$ cat config.mk
export PLATFORM = sky130hd
export DESIGN_NAME = wbs_ctrl
export DESIGN_NICKNAME = d
export VERILOG_FILES = /design/src/hdl/wbs_pkg.sv /design/src/hdl/wbs_ctrl.sv
export SDC_FILE = /design/constraint.sdc
export NUM_CORES = 1
export LEC_CHECK = 0
export BUFFER_PORTS_ARGS = -buffer_cell sky130_fd_sc_hd__buf_2
export CAP_MARGIN = 10
export CORE_AREA = 4 4 41 43
export DETAILED_ROUTE_END_ITERATION = 10
export DIE_AREA = 0 0 45 47
export GPL_ROUTABILITY_DRIVEN = 0
export GPL_TIMING_DRIVEN = 0
export PLACE_DENSITY = 0.37
export RECOVER_POWER = 50
export SLEW_MARGIN = 15
export SYNTH_ARGS = -nofsm -noshare
export SYNTH_HDL_FRONTEND = slang
export SYNTH_SLANG_ARGS = --single-unit
$ cat constraint.sdc
create_clock -name i_clk -period 1.7 [get_ports i_clk]
set_input_delay 0.425 -clock i_clk [delete_from_list [all_inputs] [get_ports i_clk]]
set_output_delay 0.425 -clock i_clk [all_outputs]
set_load 0.03 [all_outputs]
$ cat src/hdl/wbs_pkg.sv
package wbs_pkg;

    localparam int PAT_BYTES_DEFAULT = 128;

    typedef enum logic [1:0] {
        REQ_TEXT     = 2'd0,
        REQ_END      = 2'd1,
        REQ_CODE     = 2'd2,
        REQ_SCAN_END = 2'd3
    } t_req_type;

    typedef enum logic [1:0] {
        KIND_COMPILE = 2'd0,
        KIND_MATCH   = 2'd1,
        KIND_NOMATCH = 2'd2
    } t_kind;

    typedef enum logic [2:0] {
        ST_OK       = 3'd0,
        ST_BAD_HEX  = 3'd1,
        ST_DANGLING = 3'd2,
        ST_EMPTY    = 3'd3,
        ST_TOO_LONG = 3'd4
    } t_status;

    typedef enum logic [1:0] {
        PH_BETWEEN = 2'd0,
        PH_AFTER_Q = 2'd1,
        PH_HIGH    = 2'd2,
        PH_IDLE    = 2'd3
    } t_phase;

    typedef enum logic [1:0] {
        S_IDLE = 2'd0,
        S_SCAN = 2'd1,
        S_EMIT = 2'd2
    } t_state;

    typedef struct packed {
        logic take;
        logic scan_step;
        logic load_out;
    } t_cmd;

    typedef struct packed {
        logic item_result;
        logic item_scan;
        logic scan_done;
        logic scan_match;
        logic out_free;
    } t_stat;

endpackage

$ cat src/hdl/wbs_ctrl.sv
module wbs_ctrl import wbs_pkg::*; (
    input  logic  i_clk,
    input  logic  i_rst_n,
    input  logic  i_in_valid,
    output logic  o_in_ready,
    input  t_stat i_stat,
    output t_cmd  o_cmd
);

    t_state r_state;
    t_state n_state;

    always_ff @(posedge i_clk) begin
        if (!i_rst_n) begin
            r_state <= S_IDLE;
        end else begin
            r_state <= n_state;
        end
    end

    always_comb begin
        n_state    = r_state;
        o_cmd      = '0;
        o_in_ready = 1'b0;
        case (r_state)
            S_IDLE: begin
                o_in_ready = 1'b1;
                if (i_in_valid) begin
                    o_cmd.take = 1'b1;
                    if (i_stat.item_scan) begin
                        n_state = S_SCAN;
                    end else if (i_stat.item_result) begin
                        n_state = S_EMIT;
                    end
                end
            end
            S_SCAN: begin
                o_cmd.scan_step = 1'b1;
                if (i_stat.scan_match) begin
                    n_state = S_EMIT;
                end else if (i_stat.scan_done) begin
                    n_state = S_IDLE;
                end
            end
            S_EMIT: begin
                // hold the result until the output register frees up
                if (i_stat.out_free) begin
                    o_cmd.load_out = 1'b1;
                    n_state        = S_IDLE;
                end
            end
            default: begin
                n_state = S_IDLE;
            end
        endcase
    end

endmodule

Yosys cells after proc, flatten, opt, wreduce, memory -nomap -nowiden
Cells that the tools add are included.
{ "totals": {"inputBits": 8, "reg_bits": 2, "elab_cells": 22, "out_inout_bits": 4} }
{ "classes": {"n_mux": 13, "n_reduce_logical": 2, "eq_ne": 6} }
{ "ops": {"columns": ["cell", "count"], "rows": [
  ["two-way mux 2 bit", 6],
  ["two-way mux 1 bit", 6],
  ["inequality test 3 bit, second input constant", 2],
  ["one-hot mux 2 bit (3 select lines)", 1],
  ["inequality test 2 bit, second input constant", 2],
  ["AND reduction 4 bit", 1],
  ["== test 2 x 1 -> 1 bit, second input constant", 1],
  ["== test 2 bit, second input constant", 1],
  ["zero test 2 bit", 1]
]} }

Depth between registers and ports, before layout
{ "depth": {"ltp_word": 4, "mapped_depth": 3, "depth_no_buf": 3} }

Least setup slack after synthesis
OpenSTA, ideal clock, no wires.
{ "synth_path": {"path_type": "input to output", "from": "input port i_in_valid", "to": "output port o_cmd[2] (netlist name)", "cell_stages": 1, "t_required_ns": 1.275, "n_path_buf": 0, "t_arrival_ns": 0.885, "path_slack_ns": 0.390, "path_cell_list": "nor3b_2"} }
{ "synth_via": {"elab_chain_len": 2} }
{ "synth_lines": {"columns": ["element", "line", "rtl"], "rows": [
  ["start, declared", "wbs_ctrl.sv:4", "input logic i_in_valid,"],
  ["two-way mux 1 bit", "wbs_ctrl.sv:28", "if (i_in_valid) begin"],
  ["two-way mux 1 bit", "wbs_ctrl.sv:25", "case (r_state)"],
  ["end, declared", "wbs_ctrl.sv:7", "output t_cmd o_cmd"]
]} }
Every way passes these cells.

==> run metrics <==
WL/cell 9.57 um; # Max-Cap Violations 0; buffer depth of the longest clock path 2; Hold Startpoint i_rst_n; first-pass GRT wire length 614 um; Largest Register r_state; area delta synth->final 76.0%; number of distinct library cells after synthesis 10; WHS Endpoint r_state[1]; die width 45 um; antenna violations before repair 0; clock sink total 2; skew final 0.00151 ns; r2r setup slk 0.67 ns; final hold violation count 0; Final setup viols 0; cts hold-fix bufs 0; GRT Overall Usage 0.0449; Design Power 0.201 mW; pre-CTS setup slack 0.355 ns; nets 39; CP arrival 1.05 ns; Worst Tran Pin Value 0.363 ns; clk_lat worst skew 0.22 ns; required time worst endpoint 1.27 ns; Routed Antenna Nets 0; non-filler instance count after layout 44; CTS-repair resized insts 0; Setup CP Type register to output pin; via count 149; synth warn 0; status completed; Tmin final 1.48 ns; DRT iter0 DRCs 5; htree depth 1; Synth Register Bits 2; DIE AREA 0.00212 mm2; Die Ht 47 um; vias in the first global route 146; final period utilization 0.870; Worst R2R Path Depth 3; share of layout cells above drive strength 1 0.517; reg2reg start r_state[1]; largest net degree at the start of global routing 8; Top Registers r_state (2); Max Slew Vio Count 0; final WL 421 um; ANT cells 0; worst setup margin 0.221 ns; top-level port count 12; M2 GR Usage 0.0452; global-route track usage on met1 0.0542; post-CTS setup buffers 0; post-synthesis sequential area ratio 0.320; unrepaired setup endpoints after global routing false; worst vdd ir 0.000280 V; CTS tree yes; class of the worst hold path input pin to register; leakage power figure 0.106 nW; Mapped Area 125 um2; Max Clock Freq 676 MHz; Worst setup EP type output pin; met3 Use GR 0.0421; Num CTS Buffers 3; Min-Delay Path Depth 2; CORE AREA 0.00130 mm2; max reg flops 2; routed vias/inst 3.39; DRC 0; TritonRoute pass-1 iters 2; clk root buf clkbuf_4; cell area power density 913 mW/mm2; Net Count, Synth 23; GRT busiest layer met1; initial core utilization 0.0962; worst-path fanout max 6; I/O Buffers 11; Worst Setup Start Kind register; Max transition margin 0.759; placed cells 41; Synth Instances 15; setup_tns 0 ns; Mapped Avg Cell Area 8.34 um2; Reg-to-Reg End r_state[1]; row count 13; grt ovf 0; Worst-path clk slew 0.03 ns
==> where the power goes <==
part,total (mW),internal [mW],leakage [nW],switching (mW)
Clock,0.106,0.0780,0.0138,0.0282
Sequential,0.0542,0.0499,0.0164,0.00423
Combinational,0.0408,0.0171,0.0755,0.0236
==> stage by stage <==
stage | utilization | hold WS [ns] | instance area [um2]
2_1_floorplan | - | 0.488 | 125
3_3_place_gp | 0.153 | 0.546 | 199
3_5_place_dp | 0.153 | 0.527 | 199
4_1_cts | 0.170 | 0.465 | 221
5_1_grt | 0.169 | 0.466 | 220
6_report | 0.169 | 0.473 | 220
==> synth_stat cells <==
cell	n	area [um2]
a21oi_1	2	10.0
nor3b_2	1	12.5
and2b_2	1	8.76
and3b_1	1	8.76
nor3b_1	2	15.0
a21boi_1	1	7.51
nor2_1	3	11.3
dfxtp_1	2	40.0
nand3b_1	1	7.51
nand2_1	1	3.75
==> cell usage in the layout, fill, tap and decap left out, types with 2 or more instances in the layout <==
master	count
a21oi_1	2
buf_2	10
clkbuf_4	3
dfxtp_1	2
nor2_1	3
nor3b_1	2
==> kinds of logic after synthesis <==
kind of cell    Yosys count  synth area share
compound gates            3             0.140
flops                     2             0.320
simple gates             10             0.540
==> worst max-delay path by stage <==
stage | cells after the start | start | slack [ns] | end
4_1_cts | 2 | r_state[1] | 0.22 | o_cmd[1]
6_report | 2 | r_state[1] | 0.22 | o_cmd[1]
3_3_place_gp | 3 | i_in_valid | 0.35 | o_cmd[2]
5_1_grt | 2 | r_state[1] | 0.16 | o_cmd[1]
2_1_floorplan | 1 | i_in_valid | 0.39 | o_cmd[2]
3_5_place_dp | 3 | i_in_valid | 0.35 | o_cmd[2]
==> per-layer routing <==
| layer | up-vias | part of all wire |
|---|---|---|
| met5 | - | 0 |
| met4 | 0 | 0 |
| met3 | 0 | 0.13 |
| met2 | 10 | 0.29 |
| met1 | 57 | 0.58 |
| li1 | 82 | - |
==> cell type report <==
class,count,area [um2]
fillers,155,1080
multi-input cells,13,85.1
repair buffers,11,53.8
flip-flops and latches,2,40.0
clock buffers,3,22.5
well taps,15,18.8
==> worst max-delay path, cell delays in order (launching register included) <==
cell and delay [ns]:
dfxtp_1 0.41, and2b_2 0.25, buf_2 0.17
No activity file was read; power rests on OpenSTA's default activity.
