File: config.mk
export PLATFORM = sky130hd
export DESIGN_NAME = wbs_datapath
export DESIGN_NICKNAME = d
export VERILOG_FILES = /design/src/hdl/wbs_pkg.sv /design/src/hdl/wbs_datapath.sv
export SDC_FILE = /design/constraint.sdc
export NUM_CORES = 2
export LEC_CHECK = 0
export BUFFER_PORTS_ARGS = -buffer_cell sky130_fd_sc_hd__clkbuf_2
export CAP_MARGIN = 15
export CORE_ASPECT_RATIO = 1.1
export CORE_UTILIZATION = 55
export DETAILED_ROUTE_END_ITERATION = 12
export GPL_ROUTABILITY_DRIVEN = 0
export HOLD_SLACK_MARGIN = 0.12
export PLACE_DENSITY = 0.74
export SYNTH_ARGS = -nofsm -noshare
export SYNTH_HDL_FRONTEND = slang
export SYNTH_SLANG_ARGS = --single-unit
File: constraint.sdc
create_clock -name i_clk -period 5.6 [get_ports i_clk]
set_input_delay 0.28 -clock i_clk [delete_from_list [all_inputs] [get_ports i_clk]]
set_output_delay 0.28 -clock i_clk [all_outputs]
set_load 0.1 [all_outputs]
File: src/hdl/wbs_pkg.sv
package wbs_pkg;

    localparam int PAT_BYTES_DEFAULT = 128;

    typedef enum logic [1:0] {
        REQ_TEXT     = 2'd0,
        REQ_END      = 2'd1,
        REQ_CODE     = 2'd2,
        REQ_SCAN_END = 2'd3
    } t_req_type;

    typedef enum logic [1:0] {
        KIND_COMPILE = 2'd0,
        KIND_MATCH   = 2'd1,
        KIND_NOMATCH = 2'd2
    } t_kind;

    typedef enum logic [2:0] {
        ST_OK       = 3'd0,
        ST_BAD_HEX  = 3'd1,
        ST_DANGLING = 3'd2,
        ST_EMPTY    = 3'd3,
        ST_TOO_LONG = 3'd4
    } t_status;

    typedef enum logic [1:0] {
        PH_BETWEEN = 2'd0,
        PH_AFTER_Q = 2'd1,
        PH_HIGH    = 2'd2,
        PH_IDLE    = 2'd3
    } t_phase;

    typedef enum logic [1:0] {
        S_IDLE = 2'd0,
        S_SCAN = 2'd1,
        S_EMIT = 2'd2
    } t_state;

    typedef struct packed {
        logic take;
        logic scan_step;
        logic load_out;
    } t_cmd;

    typedef struct packed {
        logic item_result;
        logic item_scan;
        logic scan_done;
        logic scan_match;
        logic out_free;
    } t_stat;

endpackage

File: src/hdl/wbs_datapath.sv
module wbs_datapath import wbs_pkg::*; #(
    parameter int MAX_PATTERN_BYTES = PAT_BYTES_DEFAULT
) (
    input  logic        i_clk,
    input  logic        i_rst_n,
    input  t_cmd        i_cmd,
    output t_stat       o_stat,
    input  logic [1:0]  i_req_type,
    input  logic [7:0]  i_text_char,
    input  logic [7:0]  i_data_byte,
    input  logic [31:0] i_byte_address,
    input  logic        i_region_start,
    input  logic        i_res_ready,
    output logic        o_res_valid,
    output logic [1:0]  o_result_kind,
    output logic [2:0]  o_status,
    output logic [31:0] o_match_address,
    output logic [7:0]  o_pattern_length
);

    localparam int LW = $clog2(MAX_PATTERN_BYTES + 1);
    localparam int PW = (MAX_PATTERN_BYTES > 1) ? $clog2(MAX_PATTERN_BYTES) : 1;
    localparam logic [LW-1:0] MAX_L  = LW'(MAX_PATTERN_BYTES);
    localparam logic [PW-1:0] LAST_P = PW'(MAX_PATTERN_BYTES - 1);

    localparam logic [7:0] CH_QMARK = 8'h3F;
    localparam logic [7:0] CH_SPACE = 8'h20;
    localparam logic [7:0] CH_TAB   = 8'h09;
    localparam logic [7:0] CH_CR    = 8'h0D;
    localparam logic [7:0] CH_LF    = 8'h0A;
    localparam logic [7:0] CH_0     = 8'h30;
    localparam logic [7:0] CH_9     = 8'h39;
    localparam logic [7:0] CH_UA    = 8'h41;
    localparam logic [7:0] CH_UF    = 8'h46;
    localparam logic [7:0] CH_LA    = 8'h61;
    localparam logic [7:0] CH_LF_HEX = 8'h66;
    localparam logic [7:0] HEX_TEN  = 8'd10;

    // bit 4 flags a valid hex digit, bits 3:0 carry its value
    function automatic logic [4:0] nib_of(input logic [7:0] c);
        logic [7:0] v;
        v = 8'd0;
        if (c inside {[CH_0:CH_9]}) begin
            v = c - CH_0;
            return {1'b1, v[3:0]};
        end
        if (c inside {[CH_UA:CH_UF]}) begin
            v = c - CH_UA + HEX_TEN;
            return {1'b1, v[3:0]};
        end
        if (c inside {[CH_LA:CH_LF_HEX]}) begin
            v = c - CH_LA + HEX_TEN;
            return {1'b1, v[3:0]};
        end
        return 5'd0;
    endfunction

    function automatic logic is_sep(input logic [7:0] c);
        return c inside {CH_SPACE, CH_TAB, CH_CR, CH_LF};
    endfunction

    // pattern entries carry the wildcard mark in bit 8
    logic [8:0] mem_pat [MAX_PATTERN_BYTES];
    logic [7:0] mem_win [MAX_PATTERN_BYTES];

    logic [LW-1:0] r_len,   n_len;
    t_phase        r_phase, n_phase;
    logic [3:0]    r_hi,    n_hi;
    t_status       r_err,   n_err;
    logic          r_rdy,   n_rdy;
    logic [LW-1:0] r_fill,  n_fill;
    logic          r_found, n_found;
    logic [PW-1:0] r_wptr,  n_wptr;
    logic [LW-1:0] r_issue, n_issue;
    logic [LW-1:0] r_chk,   n_chk;
    logic          r_qv,    n_qv;
    logic          r_o_valid, n_o_valid;

    logic [PW-1:0] r_pidx,   n_pidx;
    logic [PW-1:0] r_widx,   n_widx;
    logic [31:0]   r_mstart, n_mstart;
    logic [8:0]    r_pat_q;
    logic [7:0]    r_win_q;
    t_kind         r_res_kind,   n_res_kind;
    t_status       r_res_status, n_res_status;
    logic [31:0]   r_res_addr,   n_res_addr;
    logic [7:0]    r_res_len,    n_res_len;
    t_kind         r_o_kind;
    t_status       r_o_status;
    logic [31:0]   r_o_addr;
    logic [7:0]    r_o_len;

    t_req_type     w_req;
    logic [4:0]    w_nib;
    logic          w_skip;
    logic          w_put;
    logic [8:0]    w_put_data;
    logic          w_pat_we;
    logic [PW-1:0] w_pat_wa;
    logic          w_win_we;
    t_status       w_end_st;
    logic [7:0]    w_rlen;
    logic [LW-1:0] w_fill_base;
    logic [LW-1:0] w_fill_new;
    logic [PW-1:0] w_wptr_nx;
    logic [LW:0]   w_wx;
    logic [LW:0]   w_lx;
    logic [LW:0]   w_start;
    logic          w_code_live;
    logic          w_cmp_ok;
    logic          w_cmp_last;

    assign w_req       = t_req_type'(i_req_type);
    assign w_nib       = nib_of(i_text_char);
    assign w_rlen      = r_rdy ? 8'(r_len) : 8'd0;
    assign w_fill_base = i_region_start ? '0 : r_fill;
    assign w_fill_new  = (w_fill_base < MAX_L) ? w_fill_base + 1'b1 : w_fill_base;
    assign w_wptr_nx   = (r_wptr == LAST_P) ? '0 : r_wptr + 1'b1;
    assign w_code_live = r_rdy && !r_found;
    assign w_wx        = (LW+1)'(w_wptr_nx);
    assign w_lx        = (LW+1)'(r_len);
    // oldest byte of the window, wrapped round the circular buffer
    assign w_start     = (w_wx >= w_lx) ? w_wx - w_lx
                                        : w_wx + (LW+1)'(MAX_PATTERN_BYTES) - w_lx;
    assign w_cmp_ok    = r_pat_q[8] || (r_pat_q[7:0] == r_win_q);
    assign w_cmp_last  = (r_chk == LW'(1));

    assign o_stat.item_result = (w_req == REQ_END) || ((w_req == REQ_SCAN_END) && !r_found);
    assign o_stat.item_scan   = (w_req == REQ_CODE) && w_code_live && (w_fill_new >= r_len);
    assign o_stat.scan_done   = i_cmd.scan_step && r_qv && (!w_cmp_ok || w_cmp_last);
    assign o_stat.scan_match  = i_cmd.scan_step && r_qv && w_cmp_ok && w_cmp_last;
    assign o_stat.out_free    = !r_o_valid || i_res_ready;

    always_comb begin
        n_len        = r_len;
        n_phase      = r_phase;
        n_hi         = r_hi;
        n_err        = r_err;
        n_rdy        = r_rdy;
        n_fill       = r_fill;
        n_found      = r_found;
        n_wptr       = r_wptr;
        n_issue      = r_issue;
        n_chk        = r_chk;
        n_qv         = 1'b0;
        n_pidx       = r_pidx;
        n_widx       = r_widx;
        n_mstart     = r_mstart;
        n_res_kind   = r_res_kind;
        n_res_status = r_res_status;
        n_res_addr   = r_res_addr;
        n_res_len    = r_res_len;
        w_skip       = 1'b0;
        w_put        = 1'b0;
        w_put_data   = '0;
        w_pat_we     = 1'b0;
        w_pat_wa     = '0;
        w_win_we     = 1'b0;
        w_end_st     = ST_OK;

        if (i_cmd.take) begin
            case (w_req)
                REQ_TEXT: begin
                    n_rdy   = 1'b0;
                    n_found = 1'b0;
                    n_fill  = '0;
                    // first character after a pattern end opens a new compile
                    if (r_phase == PH_IDLE) begin
                        n_len   = '0;
                        n_err   = ST_OK;
                        n_hi    = '0;
                        n_phase = PH_BETWEEN;
                    end
                    if (n_err == ST_OK) begin
                        if (n_phase == PH_HIGH) begin
                            n_phase = PH_BETWEEN;
                            if (!w_nib[4]) begin
                                n_err = ST_BAD_HEX;
                            end else begin
                                w_put      = 1'b1;
                                w_put_data = {1'b0, n_hi, w_nib[3:0]};
                                n_hi       = '0;
                            end
                        end else begin
                            if (n_phase == PH_AFTER_Q) begin
                                n_phase = PH_BETWEEN;
                                w_skip  = (i_text_char == CH_QMARK);
                            end
                            if (!w_skip && !is_sep(i_text_char)) begin
                                if (i_text_char == CH_QMARK) begin
                                    w_put      = 1'b1;
                                    w_put_data = {1'b1, 8'd0};
                                    n_phase    = PH_AFTER_Q;
                                end else if (!w_nib[4]) begin
                                    n_err = ST_BAD_HEX;
                                end else begin
                                    n_hi    = w_nib[3:0];
                                    n_phase = PH_HIGH;
                                end
                            end
                        end
                    end
                    if (w_put) begin
                        if (n_len >= MAX_L) begin
                            n_err = ST_TOO_LONG;
                        end else begin
                            w_pat_we = 1'b1;
                            w_pat_wa = PW'(n_len);
                            n_len    = n_len + 1'b1;
                        end
                    end
                end
                REQ_END: begin
                    if (r_phase == PH_IDLE) begin
                        n_len = '0;
                        n_err = ST_OK;
                    end
                    if (n_err != ST_OK) begin
                        w_end_st = n_err;
                    end else if (r_phase == PH_HIGH) begin
                        w_end_st = ST_DANGLING;
                    end else if (n_len == '0) begin
                        w_end_st = ST_EMPTY;
                    end else begin
                        w_end_st = ST_OK;
                    end
                    n_rdy        = (w_end_st == ST_OK);
                    n_phase      = PH_IDLE;
                    n_hi         = '0;
                    n_err        = ST_OK;
                    n_found      = 1'b0;
                    n_fill       = '0;
                    n_res_kind   = KIND_COMPILE;
                    n_res_status = w_end_st;
                    n_res_addr   = '0;
                    n_res_len    = (w_end_st == ST_OK) ? 8'(n_len) : 8'd0;
                end
                REQ_CODE: begin
                    if (w_code_live) begin
                        n_fill   = w_fill_new;
                        w_win_we = 1'b1;
                        n_wptr   = w_wptr_nx;
                        if (w_fill_new >= r_len) begin
                            n_pidx   = '0;
                            n_widx   = PW'(w_start);
                            n_issue  = r_len;
                            n_chk    = r_len;
                            n_mstart = i_byte_address - 32'(r_len) + 32'd1;
                        end
                    end
                end
                REQ_SCAN_END: begin
                    n_found = 1'b0;
                    n_fill  = '0;
                    if (!r_found) begin
                        n_res_kind   = KIND_NOMATCH;
                        n_res_status = ST_OK;
                        n_res_addr   = '0;
                        n_res_len    = w_rlen;
                    end
                end
                default: begin
                end
            endcase
        end

        if (i_cmd.scan_step) begin
            // issue reads one position ahead of the compare
            if (r_issue != '0) begin
                n_qv    = 1'b1;
                n_issue = r_issue - 1'b1;
                n_pidx  = (r_pidx == LAST_P) ? '0 : r_pidx + 1'b1;
                n_widx  = (r_widx == LAST_P) ? '0 : r_widx + 1'b1;
            end
            if (r_qv && w_cmp_ok) begin
                n_chk = r_chk - 1'b1;
                if (w_cmp_last) begin
                    n_found      = 1'b1;
                    n_res_kind   = KIND_MATCH;
                    n_res_status = ST_OK;
                    n_res_addr   = r_mstart;
                    n_res_len    = w_rlen;
                end
            end
        end

        if (i_cmd.load_out) begin
            n_o_valid = 1'b1;
        end else if (i_res_ready) begin
            n_o_valid = 1'b0;
        end else begin
            n_o_valid = r_o_valid;
        end
    end

    always_ff @(posedge i_clk) begin
        if (!i_rst_n) begin
            r_len     <= '0;
            r_phase   <= PH_BETWEEN;
            r_hi      <= '0;
            r_err     <= ST_OK;
            r_rdy     <= 1'b0;
            r_fill    <= '0;
            r_found   <= 1'b0;
            r_wptr    <= '0;
            r_issue   <= '0;
            r_chk     <= '0;
            r_qv      <= 1'b0;
            r_o_valid <= 1'b0;
        end else begin
            r_len     <= n_len;
            r_phase   <= n_phase;
            r_hi      <= n_hi;
            r_err     <= n_err;
            r_rdy     <= n_rdy;
            r_fill    <= n_fill;
            r_found   <= n_found;
            r_wptr    <= n_wptr;
            r_issue   <= n_issue;
            r_chk     <= n_chk;
            r_qv      <= n_qv;
            r_o_valid <= n_o_valid;
        end
    end

    always_ff @(posedge i_clk) begin
        r_pidx       <= n_pidx;
        r_widx       <= n_widx;
        r_mstart     <= n_mstart;
        r_res_kind   <= n_res_kind;
        r_res_status <= n_res_status;
        r_res_addr   <= n_res_addr;
        r_res_len    <= n_res_len;
        if (i_cmd.load_out) begin
            r_o_kind   <= r_res_kind;
            r_o_status <= r_res_status;
            r_o_addr   <= r_res_addr;
            r_o_len    <= r_res_len;
        end
    end

    always_ff @(posedge i_clk) begin
        if (w_pat_we) begin
            mem_pat[w_pat_wa] <= w_put_data;
        end
        if (w_win_we) begin
            mem_win[r_wptr] <= i_data_byte;
        end
        r_pat_q <= mem_pat[r_pidx];
        r_win_q <= mem_win[r_widx];
    end

    assign o_res_valid      = r_o_valid;
    assign o_result_kind    = r_o_kind;
    assign o_status         = r_o_status;
    assign o_match_address  = r_o_addr;
    assign o_pattern_length = r_o_len;

endmodule

After elaboration in Yosys (flattened, before gate mapping)
Memories as Yosys holds them, arrays and structs flattened. A register that Yosys moved wholly into a read port is not among the register bits.
Index checks and enable logic that the tools add are counted.
Operators by class
  reduce and logical (&&, ||, !) cells: 37
  add/subtract/negate cells: 17
  magnitude comparators: 10
  mux-type cells: 157
  equality and inequality tests: 18
Operators by type and width (number)
  $mux 8: 30
  $mux 32: 5
  $mux 7: 20
  $pmux 32 s2: 1
  $mux 3: 20
  $mux 9: 6
  $pmux 8 s2: 3
  $mux 1: 37
  $add 32x1->32 const B: 1
  $mux 2: 16
  $sub 32x8->32: 1
  $mux 5: 6
  $add 7x1->7 const B: 4
  $mux 4: 7
  $eq 8x4->1 const B: 3
  $eq 7x7->1 const B: 3
  $add 8x1->8 const B: 2
  $eq 8x6->1 const B: 2
  $ge 8x7->1 const B: 2
  $le 8x7->1 const B: 2
  $sub 8x1->8 const B: 2
  $sub 7x7->7: 2
  $logic_and 1x1->1: 13
  $pmux 3 s2: 2
  29 further kinds: 49
Word-level totals
  flip-flop bits (word level): 188
  word-level logic and storage cells: 264
  bits of input ports: 57
  memory bits (writable): 2176
  memories: 2
  output and inout bits: 51
Memory list
  mem_pat: depth 128, width 9, read ports 1, clocked after Yosys merged registers in 1, write ports 1, RTL line wbs_datapath.sv:63  | logic [8:0] mem_pat [MAX_PATTERN_BYTES];
  mem_win: depth 128, width 8, read ports 1, clocked after Yosys merged registers in 1, write ports 1, RTL line wbs_datapath.sv:64  | logic [7:0] mem_win [MAX_PATTERN_BYTES];

Longest topological paths before layout
  depth in word-level cells: 22
  depth in mapped cells: 15
  mapped depth without buffers: 15

Least setup slack after synthesis
Ideal clock, no wire load.
  path kind: input -> register
  start: in i_text_char[1]
  end: mem mem_pat[0][2], data pin
  data arrival time: 4.569 ns
  setup time: 0.827 ns
  data required time: 4.773 ns
  buffers on the path: 0
  setup slack: 0.204 ns
  cell stages on the path: 7
  cells stage by stage: inv_1 -> ha_1 -> o21bai_4 -> a2111oi_4 -> o21ai_0 -> o21ai_0 -> nor2b_1
On the way
  word-level cells in the longest chain between the ends: 13
  elaborated cells between the ends (all ways): 46
  classes of those cells: add/sub: 5; order compare: 6; eq/ne: 5; mux: 23; reduce/logical: 7
RTL lines
  start, declared: RTL line wbs_datapath.sv:9  | input logic [7:0] i_text_char,
  branches (longest 9 deep; another with $sub 4x1->4)
  $mux 9 *: RTL line wbs_datapath.sv:175  | if (n_phase == PH_HIGH) begin
  $mux 9 *: RTL line wbs_datapath.sv:174  | if (n_err == ST_OK) begin
  $mux 9 *: RTL line wbs_datapath.sv:162  | case (w_req)
  $mux 9 *: RTL line wbs_datapath.sv:161  | if (i_cmd.take) begin
  via w_put_data[2]: RTL line wbs_datapath.sv:97  | logic [8:0] w_put_data;
  end, declared: RTL line wbs_datapath.sv:63
Mark *: on every way through the listed nets, which the timed path passes. The select of a mux whose other input is x is not followed.

Final worst setup path
  start: reg r_len[2]
  end: reg r_mstart[31], data pin
On the way
  word-level cells in the longest chain between the ends: 2
RTL lines
  start, declared: RTL line wbs_datapath.sv:66  | logic [LW-1:0] r_len, n_len;
  start signal, assigned: RTL line wbs_datapath.sv:311  | r_len <= n_len;
  $sub 32x8->32: RTL line wbs_datapath.sv:248  | n_mstart = i_byte_address - 32'(r_len) + 32'd1;
  $add 32x1->32: RTL line wbs_datapath.sv:248
  end signal, assigned: RTL line wbs_datapath.sv:329  | r_mstart <= n_mstart;
  end, declared: RTL line wbs_datapath.sv:81  | logic [31:0] r_mstart, n_mstart;
Every way passes these cells.
A chain may end at the register's enable or synchronous reset.

==> results.cfg <==
[clocking]
tritoncts = built
cts_buffers = 226
clockBufferDepth = 3
cts_sinks = 2381
clock_latency_ns = 0.86
postCtsSetupBuffers = 0
cts-root-buf = clkbuf_16
clk_pin_slew_ns = 0.06
post_cts_resized = 0
htree_levels = 4

[sta]
finalHoldViolCount = 0
fin_setup_tns_ns = 0
clock_skew_ns = 0.0540
period_needed_ns = 4.92
fmax_ghz = 0.203
slew_headroom_pct = 23.2
whs_ns = 0.174
rsz0062_at_grt = false
post-route-period-util_pct = 87.8
maxSlewViolCount = 0
worstMarginPinSlew_ns = 1.15
setup_viol = 0

[synthesis]
synth_nets = 4669
synth_seq_cells = 2381
synth_area_per_cell_sq_um = 20.7
syn_inst = 4542
synth_cell_types = 75
ys.flop_type = edfxtp_1
synth_area_leaders = edfxtp_1 (72%), mux4_2 (17%), dfxtp_1 (2.7%)
synth_top_cell_by_area = edfxtp_1
async_flop_share_pct = 0
ys_seq_area_share_pct = 74.7
netlist_area_sq_um = 94000
synth_top_area_share_pct = 71.9
ys_warn_count = 0
synth_edf_count = 2253

[worst_setup_path]
cp_data_arrival_time_ns = 5.47
required_ns = 6.15
cp-end-kind = flop
critical_path_class = flop to flop
start_kind = flop
worst-r2r-setup-slack_ns = 0.68
path_max_fanout = 11

[cells_and_area]
synthToLayoutAreaGrowth_pct = 12.3
multi_input_area_sq_um = 22700
fin_cells = 7247
fin_util_pct = 62.4
register_area_sq_um = 70200
fin_nets = 4940
mostFrequentLayoutCell = edfxtp_1
final_cell_mix = edfxtp_1 (2253), mux4_2 (714), nor2_1 (370)
drive_gt1_share_pct = 25.8
nFillCells = 11243

[drt]
vias = 46292
post_drt_wl_per_cell_um = 29.8
drtIter0Drc = 6240
totalWireLength_um = 216000
drt-pass1-iter-count = 9
avgViaCountPerCell = 6.39
ant_nets = 0
drcViolationCount = 4

[worst_hold_path]
min_path_type = input port to flop

[global_routing]
grt_use_total_pct = 25.4
antenna_found_initial = 10
grt_max_degree = 129
grt_overflow = 0
grt_pass1_wl_um = 320000
grt_pass1_vias = 46865

[die]
start_util_pct = 55.6
die_w_um = 396
dieArea_sq_um = 173000
die_h_um = 436
core_area_sq_um = 169000
rows = 158
io-pin-count = 108

[placement]
io_buffer_count = 107
dpl.hpwl_um = 129000
dp_cells = 6749

[power_and_ir_drop]
total_power_mw = 43.2
ir_worst_vdd_uv = 393
power.density_nw_per_um2 = 409
p_leak_nw = 34.5

[outcome]
outcome = finished with violations
violations = DRC

[run]
drv_cap = 0
==> final timing paths <==
| kind | to | cells past startpoint | start |
|---|---|---|---|
| setup / recovery | r_mstart[31] | 14 | r_len[2] |
| hold / removal | r_mstart[5] | 4 | i_byte_address[5] |
| setup reg to reg | r_mstart[31] | 14 | r_len[2] |
| hold reg to reg | o_match_address[29] | 0 | r_res_addr[29] |
==> flip-flops by register name, indices dropped and copies added (netlist names), 3 cells and up <==
name	flops
r_res_len	8
r_err	3
r_issue	8
r_wptr	7
o_pattern_length	8
o_match_address	32
r_pat_q	9
mem_win	1024
r_pidx	7
r_len	8
r_res_status	3
o_status	3
mem_pat	1152
r_hi	4
r_win_q	8
r_chk	8
r_fill	8
r_res_addr	32
r_mstart	32
r_widx	7
==> cells in the mapped netlist, types with 26 or more instances <==
| cell | count |
|---|---|
| nand2_1 | 170 |
| ha_1 | 68 |
| buf_2 | 58 |
| mux4_2 | 714 |
| dfxtp_1 | 128 |
| xor2_1 | 26 |
| inv_1 | 57 |
| o21ai_0 | 88 |
| nor2_1 | 374 |
| nand3_1 | 49 |
| buf_1 | 27 |
| clkbuf_1 | 144 |
| a21oi_1 | 76 |
| edfxtp_1 | 2253 |
| xnor2_1 | 34 |
==> routing by layer <==
metal  up-vias  global-route usage, %  share of wire, %
met4        10                   7.48               3.0
met1     24227                   35.9                38
met5         -                      0             0.031
li1      19235                      -                 -
met2      2438                   40.8                50
met3       382                   4.62               9.2
==> critical path, stage by stage, from the launching register on <==
cell and delay [ns]:
dfxtp_1 0.63, inv_1 0.24, ha_1 0.36, inv_1 0.05
fa_1 0.39, nand2b_1 0.16, a21oi_1 0.30, o21ai_0 0.20
o31ai_1 0.48, a31oi_1 0.39, o311ai_1 0.47, a31o_2 0.21
a21oi_1 0.08, xnor2_1 0.13, dlygate4sd3_1 0.55
==> repair_timing <==
action | 4_1_cts | 5_1_grt
hold endpoints to repair | 357 | 0
setup endpoints to repair | 0 | 0
hold buffers | 76 | 0
==> cell families after synthesis <==
logic type	count (synthesis)	synth area share [%]
AOI/OAI and AO/OA	271	1.79
xor gates and xnor gates	60	0.559
adders and majority gates	70	0.947
buffers and inverters	291	1.27
DFF	2381	74.7
muxes	739	17.4
and+or+nand+nor	730	3.37
==> layout make-up <==
type | count | share of cell area (%)
antenna | 5 | 0.0118
clock buffer | 289 | 5.70
clock inverter | 128 | 1.19
inverter | 57 | 0.203
multi-input combinational | 1870 | 21.5
sequential | 2381 | 66.5
tap | 2240 | 2.65
timing repair buffer | 277 | 2.23
==> report_power, final <==
| part | internal (mW) | switching (mW) | leakage [nW] | total, mW |
|---|---|---|---|---|
| Clock | 8.35 | 6.57 | 3.52 | 14.9 |
| Sequential | 19.5 | 0.674 | 23.1 | 20.2 |
| Combinational | 4.09 | 4.01 | 7.89 | 8.11 |
| Total | 32.0 | 11.3 | 34.5 | 43.2 |
==> through the flow <==
step	worst slack (ns)	area (sq um)
finish	0.683	106000
global route	0.546	106000
CTS	0.740	106000
detailed placement	1.01	97600
global placement	1.12	97600
floorplan	0.204	94000
Power figures use the tool's default switching activity.
